File: src/sv/tat_pkg.sv
`default_nettype none
package tat_pkg;

   localparam int LOG_FRAC = 28;
   localparam int MANT_W = 31;
   localparam int ACC_W = 32;
   localparam int DEN_W = 46;
   localparam int DIVIDEND_W = 62;
   localparam int QUOT_W = 18;
   localparam int TEMP_W = 17;

   localparam logic [29:0] LN2_Q30 = 30'd744261118;
   localparam logic signed [TEMP_W-1:0] OUT_MAX = 17'sd60000;
   localparam logic signed [TEMP_W-1:0] OUT_COLD = -17'sd27315;
   localparam logic [TEMP_W-1:0] ZERO_C_CK = 17'd27315;
   localparam logic [QUOT_W-1:0] Q_MAX = 18'd87315;

   localparam logic [13:0] BETA_RESET = 14'd3950;
   localparam logic [15:0] T0_RESET = 16'd29815;

   typedef enum logic [0:0] {
      CSR_BETA = 1'b0,
      CSR_NOMINAL_TEMP = 1'b1
   } csr_index_type;

   typedef struct packed {
      logic special;
      logic [MANT_W-1:0] m_c;
      logic [MANT_W-1:0] m_r;
      logic [ACC_W-1:0] acc_c;
      logic [ACC_W-1:0] acc_r;
   } log_type;

   typedef struct packed {
      logic special;
      logic sat;
      logic [DIVIDEND_W-1:0] rem;
      logic [DEN_W-1:0] den;
      logic [QUOT_W-1:0] q;
   } div_type;

endpackage
`default_nettype wire

File: src/sv/tat_div_step.sv
`default_nettype none
module tat_div_step #(
   parameter int SHIFT = 0
) (
   input  wire logic clock,
   input  wire logic reset,
   input  wire logic up_valid,
   output logic up_ready,
   input  tat_pkg::div_type up_data,
   output logic dn_valid,
   input  wire logic dn_ready,
   output tat_pkg::div_type dn_data
);
   import tat_pkg::*;

   logic valid_ff;
   div_type data_ff, data_in;
   logic [63:0] trial;
   logic hit;

   assign up_ready = ~valid_ff | dn_ready;

   always_comb begin
      trial = 64'(up_data.den) << SHIFT;
      hit = 64'(up_data.rem) >= trial;
      data_in = up_data;
      if (hit) begin
         data_in.rem = DIVIDEND_W'(64'(up_data.rem) - trial);
      end
      data_in.q = {up_data.q[QUOT_W-2:0], hit};
   end

   always_ff @(posedge clock) begin
      if (reset) begin
         valid_ff <= 1'b0;
      end else if (up_ready) begin
         valid_ff <= up_valid;
      end
      if (up_ready) begin
         data_ff <= data_in;
      end
   end

   assign dn_valid = valid_ff;
   assign dn_data = data_ff;
endmodule
`default_nettype wire

File: config.mk
export PLATFORM = sky130hd
export DESIGN_NAME = tat_div_step
export DESIGN_NICKNAME = d
export VERILOG_FILES = /design/src/sv/tat_pkg.sv /design/src/sv/tat_div_step.sv
export SDC_FILE = /design/constraint.sdc
export NUM_CORES = 1
export LEC_CHECK = 0
export BUFFER_PORTS_ARGS = -buffer_cell sky130_fd_sc_hd__buf_4
export CAP_MARGIN = 25
export CORE_UTILIZATION = 30
export DETAILED_ROUTE_END_ITERATION = 6
export PLACE_DENSITY = 0.63
export SLEW_MARGIN = 20
export SYNTH_ARGS = -nofsm -noshare
export SYNTH_HDL_FRONTEND = slang
export SYNTH_SLANG_ARGS = --single-unit
File: constraint.sdc
create_clock -name clock -period 5.02 [get_ports clock]
set_input_delay 0.502 -clock clock [delete_from_list [all_inputs] [get_ports clock]]
set_output_delay 0.502 -clock clock [all_outputs]
set_load 0.1 [all_outputs]
=== Word-level counts from Yosys, hierarchy flattened ===
Cells that the tools add are included.
Widths: inputs -> output; s select.

* Bits in registers: 129
* Output and inout bits: 130

* Add/sub/neg operators: 1
* Order comparisons: 1
* Mux-type cells: 1
* Bitwise gates (word level): 2

{| class="wikitable"
|+ Operators by type and width
! cell !! count
|-
| $ge 62x46->1 || 1
|-
| $mux 62 || 1
|-
| $sub 62x46->62 || 1
|-
| $not 1->1 || 1
|-
| $or 1x1->1 || 1
|}

=== Longest topological paths before layout ===
* Depth after elaboration: 2
* Mapped depth: 14

=== Least setup slack after synthesis ===
No wires, ideal clock.

* Kind: reg2reg
* Start point: register valid_ff (netlist: dn_valid)
* End point: register data_ff (netlist bit dn_data[0]) (enable)
* Setup time: 1348 ps
* Data arrival time: 3944 ps
* Required time: 3672 ps
* Setup slack: -271 ps
* Stages on the path, launching flop included: 2
* Path buffers: 0
* Path through: dfxtp_1 > nand2b_1

* Longest elaborated chain between the ends: 2

{| class="wikitable"
|+ Ends and longest elaborated chain
! element !! RTL line !! text
|-
| from (decl) || tat_div_step.sv:16 || <nowiki>logic valid_ff;</nowiki>
|-
| from (signal assigned) || tat_div_step.sv:37 || <nowiki>valid_ff <= up_valid;</nowiki>
|-
| $not 1->1 || tat_div_step.sv:21 || <nowiki>assign up_ready = ~valid_ff | dn_ready;</nowiki>
|-
| $or 1x1->1 || tat_div_step.sv:21 ||
|-
| via up_ready || tat_div_step.sv:8 || <nowiki>output logic up_ready,</nowiki>
|-
| to (signal assigned) || tat_div_step.sv:40 || <nowiki>data_ff <= data_in;</nowiki>
|-
| to (decl) || tat_div_step.sv:17 || <nowiki>div_type data_ff, data_in;</nowiki>
|}

The timed path passes the listed nets, and every way through them passes these cells.
A chain may end at the register's enable or synchronous reset.

==> reports/qor_table.md <==
| Quantity | Value |
| --- | --- |
| Most used cells in the layout excluding fill and tap cells | buf_4 (266), edfxtp_1 (128), a21oi_1 (95), nor2_1 (65), nand2_1 (62) |
| Achievable clock frequency | 0.281 GHz |
| PortBufs | 260 |
| Clk_lat worst skew | 420 ps |
| DRC viols | 0 |
| Kind of cell with the highest combined delay on the critical path | compound AO/OA/AOI/OAI gates |
| Kind of path behind the tightest hold check | in -> reg |
| Synthesis Warnings | 0 |
| Combinational family with the most area after synthesis | compound AO/OA/AOI/OAI gates |
| Total length of routed met3 wires | 1680 µm |
| Met1 Wirelength | 10200 µm |
| Net switching fraction of the power | 42.2% |
| Arrival time at the worst endpoint | 3710 ps |
| Hold buffers post-CTS | 0 |
| CTS tree | built |
| Layout net count | 1191 |
| Shortest clock period the worst path allows after layout | 3560 ps |
| Detailed-routing iteration count for the pre-antenna-repair pass | 5 |
| Multiplexer fraction of the synthesized cell area | 0% |
| Share of final-layout standard cells stronger than drive strength 1 | 30.9% |
| Setup repair after global routing missed its margin | no |
| Standby leakage power | 4.61 nW |
| Worst Setup Slack post-DPL | 1000 ps |
| Number of antenna violations at the first check in global routing | 0 |
| Leading cell type in the layout, fill and taps excluded | buf_4 |
| Result of the run | complete, no violations |
| Number of buffers created by CTS | 17 |
| Pin slew with the least headroom to its limit | 799 ps |
| Final number of max-transition violations | 0 |
| Vias post-DR | 6588 |
| Fraction of post-synthesis cell area in the top cell type by area | 49.4% |
| Routability Congestion | 0.835 |
| Deepest clock path buffer count | 2 |
| Number of clock sinks | 129 |
| Maximum number of pins on one net before global-route repair | 51 |
| Via/cell ratio | 4.86 |
| Total overflow reported by the global router | 0 |
| Gr usage total | 16.8% |
| Largest fanout on the critical path | 45 |
| Type of destination of the critical path | flip-flop |
| Remaining max-slew budget at the tightest pin | 46.7% |
| Layout Area Growth over Synthesis | 37.1% |
| Slowest cell on crit path | a2111oi_4 |
| Worst setup margin | 1460 ps |
| Maximum ir drop on the vdd rail | 192 µV |
| 1st-iter DRT viols | 429 |
| CP Class | in -> reg |
| Row count | 58 |
| Slack of the worst reg-to-reg path | 3150 ps |
| Combinational power share | 38.9% |
| Cell types occupying the most area after synthesis | edfxtp_1 (49%), ha_1 (7.4%), a21oi_1 (6.1%) |
| Cell type with the highest aggregate area in the netlist | edfxtp_1 |
| Post-synthesis instance total | 755 |
| Via count of the first global-routing pass | 6494 |
| Number of gates given a new drive strength after cts | 0 |
| Number of flip-flops and latches in the synthesized netlist | 129 |
| Adder-cell area share of the yosys netlist | 7.65% |
| Final setup violation count | 0 |
| Xor/xnor share of the synthesized area | 6.53% |
| Switching power | 1.89 mW |
| Number of ports placed on the die boundary | 262 |
| Total chip power | 4.49 mW |
| Crit path required time | 5170 ps |
| Pint | 2.60 mW |
| Max Cap Viol | 0 |
| Cell Pwr Density | 421 nW/µm² |
| Clock-pin slew reported for the worst setup and hold paths after clock tree synthesis | 60 ps |
| Detailed-route wire length | 22600 µm |
| Count of antenna diodes in the layout | 0 |
| DIE WIDTH | 163 µm |
| Final hold violations | 0 |
| Initial core utilization | 30.7% |
| Bufs and invs on worst path | 2 |
| Syn avg cell area | 10.3 µm² |
| Die ar. | 26600 µm² |
| Share of the clock period used by the worst path after layout | 70.9% |
| Netlist Area Pre-Place | 7780 µm² |
| Die span in y | 163 µm |
| Net count of the mapped netlist | 934 |
| Routed length per placed instance | 16.7 µm |
| Sequential fraction of design power | 30.8% |
| CTS H-Tree Depth | 4 |
| Ordered list of cells on the worst path | buf_4, ha_1, fa_1, and2b_1, o2111ai_1, a21oi_2, o2111ai_2, a2111oi_4, nor4_4, inv_4, nand2_2, a2111oi_2, xor2_1 |
| CP peak stage delay | 510 ps |
| Uppermost layer routed | met4 |
| Total core area | 25300 µm² |
| First-pass GRT wire length | 34100 µm |
| Fraction of the mapped netlist area in compound gates | 17.3% |
| Detailed-routed wire length on met2 | 10500 µm |
| Setup TNS after final layout | 0 ps |
| Power share of the clock group | 30.3% |
| Number of synthesized flops with an enable pin | 128 |
| Synth unique cells | 62 |
| # Post-CTS Setup Buffers | 0 |
| Top_reg_cell synth | edfxtp_1 |
| Fraction of the yosys area taken by sequential cells | 49.7% |
| Synth async-reset ratio | 0% |
| Post-detail-place hpwl | 17600 µm |
| Clk root buf | clkbuf_16 |
| Simple-gate area share of the yosys netlist | 14.0% |
| Startpoint class of the critical path | primary input |
| Number of antenna-violating nets in the routed design | 0 |
| Clock skew after layout | 8.95 ps |
==> per-stage QoR <==
stage	hold WS, ps	cells	instance area [µm²]	utilization, %
2_1_floorplan	571	755	7780	-
3_3_place_gp	657	1323	10000	39.6
3_5_place_dp	660	1323	10000	39.6
4_1_cts	202	1355	10700	42.1
5_1_grt	212	1355	10700	42.1
6_report	225	1355	10700	42.1
==> synthesized netlist by cell type, types with 8 or more instances <==
library cell  count
a21o_1           15
a21oi_1          95
and2_1           12
and3_1            8
buf_2            10
clkbuf_1         10
edfxtp_1        128
ha_1             46
inv_1            56
nand2_1          62
nand3_1          12
nand4_1          14
nor2_1           65
nor2b_1           9
nor3_1           10
o21ai_0          45
xnor2_1          29
xor2_1           29
==> final timing paths <==
path | start | end | cells past startpoint
max | up_data[18] | dn_data[119] | 13
min | reset | dn_valid | 2
max reg2reg | dn_valid | dn_data[99] | 2
min reg2reg | dn_valid | dn_valid | 2
==> power groups by stage <==
stage               combinational (mW)  clock, mW  sequential [mW]
floorplan                        0.378          0             2.37
global placement                  1.74          0             1.40
detailed placement                1.74          0             1.41
CTS                               1.75       1.40             1.39
global route                      1.82       1.44             1.40
finish                            1.74       1.36             1.38
==> sequential cells by signal, indices dropped and copies added (netlist names) <==
name and flops:
dn_data 128, dn_valid 1
==> per-layer routing <==
| metal | global-route usage (%) | up-vias |
|---|---|---|
| met5 | 0 | - |
| li1 | - | 3267 |
| met3 | 4.27 | 21 |
| met4 | 4.93 | 0 |
| met1 | 21.9 | 3070 |
| met2 | 27.1 | 230 |
==> cell families after synthesis <==
family | after synthesis
fa+ha+maj | 47
flops | 129
xor+xnor | 58
buf+inv | 85
compound gates | 213
simple gates | 223
==> area by class of cell <==
cell class | instances | area (µm²)
Tap cell | 330 | 413
Inverter | 57 | 216
Sequential cell | 129 | 3860
Clock inverter | 14 | 205
Clock buffer | 18 | 429
Timing Repair Buffer | 266 | 2000
Multi-Input combinational cell | 541 | 3550
Fill cell | 2442 | 14700
(Power assumes the default switching activity.)
