`config.mk`:
```
export PLATFORM = sky130hd
export DESIGN_NAME = tat_log2_step
export DESIGN_NICKNAME = d
export VERILOG_FILES = /design/src/sv/tat_pkg.sv /design/src/sv/tat_log2_step.sv
export SDC_FILE = /design/constraint.sdc
export NUM_CORES = 2
export LEC_CHECK = 0
export BUFFER_PORTS_ARGS = -buffer_cell sky130_fd_sc_hd__buf_2
export CAP_MARGIN = 5
export CORE_MARGIN = 3
export CORE_UTILIZATION = 50
export DETAILED_ROUTE_END_ITERATION = 16
export PLACE_DENSITY = 0.74
export SETUP_SLACK_MARGIN = 0.1
export SKIP_LAST_GASP = 1
export SLEW_MARGIN = 5
export SYNTH_ARGS = -nofsm -noshare
export SYNTH_HDL_FRONTEND = slang
export SYNTH_SLANG_ARGS = --single-unit
```
`constraint.sdc`:
```
create_clock -name clock -period 8.7 [get_ports clock]
set_clock_uncertainty 0.15 [all_clocks]
set_input_delay 0.87 -clock clock [delete_from_list [all_inputs] [get_ports clock]]
set_output_delay 0.87 -clock clock [all_outputs]
set_load 0.02 [all_outputs]
```
`src/sv/tat_pkg.sv`:
```
`default_nettype none
package tat_pkg;

   localparam int LOG_FRAC = 28;
   localparam int MANT_W = 31;
   localparam int ACC_W = 32;
   localparam int DEN_W = 46;
   localparam int DIVIDEND_W = 62;
   localparam int QUOT_W = 18;
   localparam int TEMP_W = 17;

   localparam logic [29:0] LN2_Q30 = 30'd744261118;
   localparam logic signed [TEMP_W-1:0] OUT_MAX = 17'sd60000;
   localparam logic signed [TEMP_W-1:0] OUT_COLD = -17'sd27315;
   localparam logic [TEMP_W-1:0] ZERO_C_CK = 17'd27315;
   localparam logic [QUOT_W-1:0] Q_MAX = 18'd87315;

   localparam logic [13:0] BETA_RESET = 14'd3950;
   localparam logic [15:0] T0_RESET = 16'd29815;

   typedef enum logic [0:0] {
      CSR_BETA = 1'b0,
      CSR_NOMINAL_TEMP = 1'b1
   } csr_index_type;

   typedef struct packed {
      logic special;
      logic [MANT_W-1:0] m_c;
      logic [MANT_W-1:0] m_r;
      logic [ACC_W-1:0] acc_c;
      logic [ACC_W-1:0] acc_r;
   } log_type;

   typedef struct packed {
      logic special;
      logic sat;
      logic [DIVIDEND_W-1:0] rem;
      logic [DEN_W-1:0] den;
      logic [QUOT_W-1:0] q;
   } div_type;

endpackage
`default_nettype wire

```
`src/sv/tat_log2_step.sv`:
```
`default_nettype none
module tat_log2_step #(
   parameter int BIT = 0
) (
   input  wire logic clock,
   input  wire logic reset,
   input  wire logic up_valid,
   output logic up_ready,
   input  tat_pkg::log_type up_data,
   output logic dn_valid,
   input  wire logic dn_ready,
   output tat_pkg::log_type dn_data
);
   import tat_pkg::*;

   logic valid_ff;
   log_type data_ff, data_in;
   logic [2*MANT_W-1:0] sq_c, sq_r;
   logic [MANT_W:0] t_c, t_r;

   assign up_ready = ~valid_ff | dn_ready;

   // One fraction bit per stage: square the mantissa, and a value of two or
   // more sets the bit and halves the mantissa back into range.
   always_comb begin
      sq_c = up_data.m_c * up_data.m_c;
      sq_r = up_data.m_r * up_data.m_r;
      t_c = sq_c[2*MANT_W-1:MANT_W-1];
      t_r = sq_r[2*MANT_W-1:MANT_W-1];
      data_in = up_data;
      if (t_c[MANT_W]) begin
         data_in.m_c = t_c[MANT_W:1];
         data_in.acc_c = up_data.acc_c + (ACC_W'(1) << BIT);
      end else begin
         data_in.m_c = t_c[MANT_W-1:0];
      end
      if (t_r[MANT_W]) begin
         data_in.m_r = t_r[MANT_W:1];
         data_in.acc_r = up_data.acc_r + (ACC_W'(1) << BIT);
      end else begin
         data_in.m_r = t_r[MANT_W-1:0];
      end
   end

   always_ff @(posedge clock) begin
      if (reset) begin
         valid_ff <= 1'b0;
      end else if (up_ready) begin
         valid_ff <= up_valid;
      end
      if (up_ready) begin
         data_ff <= data_in;
      end
   end

   assign dn_valid = valid_ff;
   assign dn_data = data_ff;
endmodule
`default_nettype wire

```
---- Word level (Yosys, flattened, before mapping) ----
Cells that the tools add are included.
word-level totals
  bits in registers ....................... 128
  output and inout bits ................... 129
cells by class
  bitwise logic cells ..................... 2
  multipliers ............................. 2
  multiplexer cells ....................... 4
  add/subtract/negate cells ............... 2
operators by type and width
  operator                 count
  $mul A31 B31 Y62         2
  $add A32 B1 Y32 const B  2
  $mux W32                 2
  $mux W30                 2
  $not A1 Y1               1
  $or A1 B1 Y1             1

---- Logic depth before layout (Yosys ltp) ----
  depth in word-level cells ............... 2
  depth in mapped cells ................... 31
  mapped depth without buffers ............ 26

---- Worst setup path after synthesis ----
No wires, ideal clock.
  kind .................................... input port to flip-flop
  from .................................... in up_data[89] (netlist bit)
  to ...................................... reg data_ff (netlist bit dn_data[1]) (data pin)
  arrival time ............................ 7.914 ns
  buffers on the path ..................... 4
  cell stages on the path ................. 26
  slack ................................... 0.376 ns
  cells stage by stage .................... clkbuf_1 > clkbuf_1 > nand2_1 > fa_1 > fa_1 > inv_1 > fa_1 > inv_1 > fa_1 > inv_1 > fa_1 > fa_1 > fa_1 > inv_1 > fa_1 > inv_1 > ha_1 > buf_2 > nand2_1 > or4_1 > o221ai_1 > o21ai_2 > o21ai_1 > xnor2_2 > buf_2 > mux2_2
RTL lines
  what                  RTL line             source
  start, declared       tat_log2_step.sv:9   input tat_pkg::log_type up_data,
  end signal, assigned  tat_log2_step.sv:52  data_ff <= data_in;
  end, declared         tat_log2_step.sv:17  log_type data_ff, data_in;

==> impl_metrics.py <==
metrics = {
    "run_status": {
        "status": "finished, final reports clean",
    },
    "clock_tree": {
        "clock_sinks": 128,
        "numCtsBuffers": 17,
        "cts.reportedPaths.clkPinSlew_ns": 0.07,
        "htreeDepth": 4,
        "cts_tree": "built",
        "clockBufferDepth": 2,
        "root_buffer": "clkbuf_16",
        "cts_hold_buf": 0,
        "clkLatencyLatePin_ns": 0.45,
    },
    "sta": {
        "final.min_clock_period_ns": 8.41,
        "maxSlewHeadroom": 0.381,
        "rsz0062_at_grt": "true",
        "setup_viol": 0,
        "worstMarginPinSlew_ns": 0.928,
        "fin_setup_tns_ns": 0,
        "fin_crit_sh": 0.966,
        "hold_ws_ns": 0.456,
        "maxClockFrequency_mhz": 119,
        "drv_slew": 0,
        "hold_viol": 0,
    },
    "synthesis": {
        "async_reset_ff_frac": 0,
        "synthCells": 6251,
        "yosys_register_bits": 128,
        "seq_area_frac_synth": 0.0640,
        "synth-edff-count": 127,
        "postSynthAreaPerCell_um2": 9.58,
        "ys_warn_count": 0,
        "syn_area_um2": 59900,
        "synth_cell_types": 82,
        "synth_ff_type": "edfxtp_1",
        "synth_nets": 8416,
    },
    "route": {
        "ant_nets": 0,
        "drc_errors": 0,
        "viasPerCell": 5.23,
        "drt_pass1_iterations": 6,
        "wl_per_cell_um": 19.5,
        "wirelength_mm": 163,
        "routed-via-count": 43800,
        "drtIter0Drc": 2675,
    },
    "place": {
        "gp_congestion": 0.998,
        "portBuffers": 259,
        "hpwl_mm": 143,
    },
    "job": {
        "maxCapViolCount": 0,
    },
    "global_route": {
        "grt_pass1_wl_mm": 266,
        "grt_max_degree": 66,
        "grt_usage": 0.274,
        "grt_pass1_vias": 49700,
        "antenna_found_initial": 4,
        "grt_overflow": 0,
    },
    "floorplanning": {
        "die_h_um": 352,
        "die_x_um": 352,
        "start_util": 0.506,
        "num_io_pins": 260,
        "rows": 126,
        "core_um2": 118000,
        "dieArea_um2": 124000,
    },
    "hold_path": {
        "hold_path_class": "in2reg",
    },
    "finish": {
        "layout_commonest_cell": "inv_1",
        "layout.nets": 8909,
        "area_growth_pct": 11.5,
        "drive_gt1_frac": 0.124,
        "layout_common_cells": "inv_1, fa_1, nand2_1",
    },
    "setup_path": {
        "arrival_ns": 8.46,
        "start_kind": "primary input",
        "required_ns": 8.76,
        "crit_top_cell": "fa_1",
        "crit_fanout": 5,
        "crit_path_max_incr_delay_ns": 0.59,
        "endpoint_kind": "register",
        "slowest_stage": "fa_1",
        "worstSetupPathType": "in2reg",
    },
}
cell usage after synthesis, types with 5 or more instances:
| cell | count | area (um2) |
|---|---|---|
| a211oi_1 | 16 | 120 |
| a21o_1 | 41 | 308 |
| a21oi_1 | 135 | 676 |
| a311oi_1 | 5 | 43.8 |
| a31o_2 | 11 | 96.3 |
| a31oi_1 | 17 | 106 |
| and2_1 | 390 | 2440 |
| and3_1 | 42 | 263 |
| and4_1 | 6 | 52.6 |
| buf_1 | 7 | 26.3 |
| buf_2 | 21 | 105 |
| clkbuf_1 | 195 | 732 |
| edfxtp_1 | 127 | 3810 |
| fa_1 | 1494 | 29900 |
| ha_1 | 540 | 6760 |
| inv_1 | 1835 | 6890 |
| mux2_2 | 38 | 428 |
| mux2i_1 | 22 | 220 |
| nand2_1 | 621 | 2330 |
| nand2b_1 | 6 | 37.5 |
| nand3_1 | 45 | 225 |
| nand4_1 | 58 | 363 |
| nor2_1 | 123 | 462 |
| nor2b_1 | 19 | 119 |
| nor3_1 | 32 | 160 |
| nor4_1 | 15 | 93.8 |
| o211ai_1 | 16 | 120 |
| o21a_1 | 5 | 37.5 |
| o21ai_0 | 59 | 295 |
| o21ai_1 | 5 | 25.0 |
| o21bai_1 | 21 | 158 |
| o22ai_1 | 6 | 37.5 |
| o31ai_1 | 5 | 37.5 |
| or2_2 | 13 | 81.3 |
| xnor2_1 | 102 | 893 |
| xor2_1 | 76 | 666 |
metal layers:
layer  share of wire  track usage  routed length, um  vias up
met5        0.000080            0                 13        -
met4           0.038       0.0944               6270        2
met3           0.082       0.0540              13300      340
met2            0.49        0.465              79900     1634
met1            0.39        0.350              63300    22400
li1                -            -                  -    19400
area by class of cell:
cell class | instances | area [um2]
inverter | 1836 | 6890
clock inverter | 15 | 216
clock buffer | 17 | 425
tap | 1600 | 2000
sequential | 128 | 3830
antenna | 3 | 7.51
fill | 10300 | 51600
multi-input combinational | 4059 | 48400
timing repair buffer | 702 | 5030
sequential cells by signal, summed over array words and instances (netlist names):
signal,flops
dn_data,127
dn_valid,1
final timing paths:
check | cells past startpoint | start | to | slack (ns)
hold / removal | 1 | up_data[126] | dn_data[126]$_DFFE_PP_ | 0.46
setup / recovery | 27 | up_data[79] | dn_data[93]$_DFFE_PP_ | 0.29
hold reg to reg | 1 | dn_valid$_SDFFE_PP0P_ | dn_data[98]$_DFFE_PP_ | 0.99
setup reg to reg | 3 | dn_valid$_SDFFE_PP0P_ | dn_valid$_SDFFE_PP0P_ | 6.32
through the flow:
step                std cells   util  instance area [um2]  worst slack (ns)
global placement         8324  0.557                66000            -0.148
floorplan                6251      -                59900             0.376
finish                   8360  0.564                66800             0.293
detailed placement       8324  0.557                66000            -0.219
CTS                      8356  0.563                66600             0.271
global route             8357  0.564                66700            0.0635
critical path, delay by kind of cell:
family | cells | cell delay [ns]
compound gates | 7 | 1.67
fa+ha+maj | 9 | 4.39
buf+inv | 8 | 1.02
simple gates | 3 | 0.50
cells by family (layout without fill, tap and decap cells):
kind of cell             after synthesis  after routing  share of synthesized area
buffers and inverters               2064           2570                      0.130
other                                  0              3                          0
adder cells (fa/ha/maj)             2034           2034                      0.613
multiplexers                          60             60                     0.0108
AO/OA/AOI/OAI                        388            388                     0.0415
XOR/XNOR                             179            179                     0.0263
AND/OR/NAND/NOR                     1398           1398                      0.115
flip-flops                           128            128                     0.0640
repair_timing:
action | CTS | global route
endpoints found under the setup margin | 0 | 65
setup buffers | 0 | 1
resized for setup | 0 | 33
Power is not shown: default switching activity piles up to over one toggle a cycle in this logic, so the estimate is an artifact.
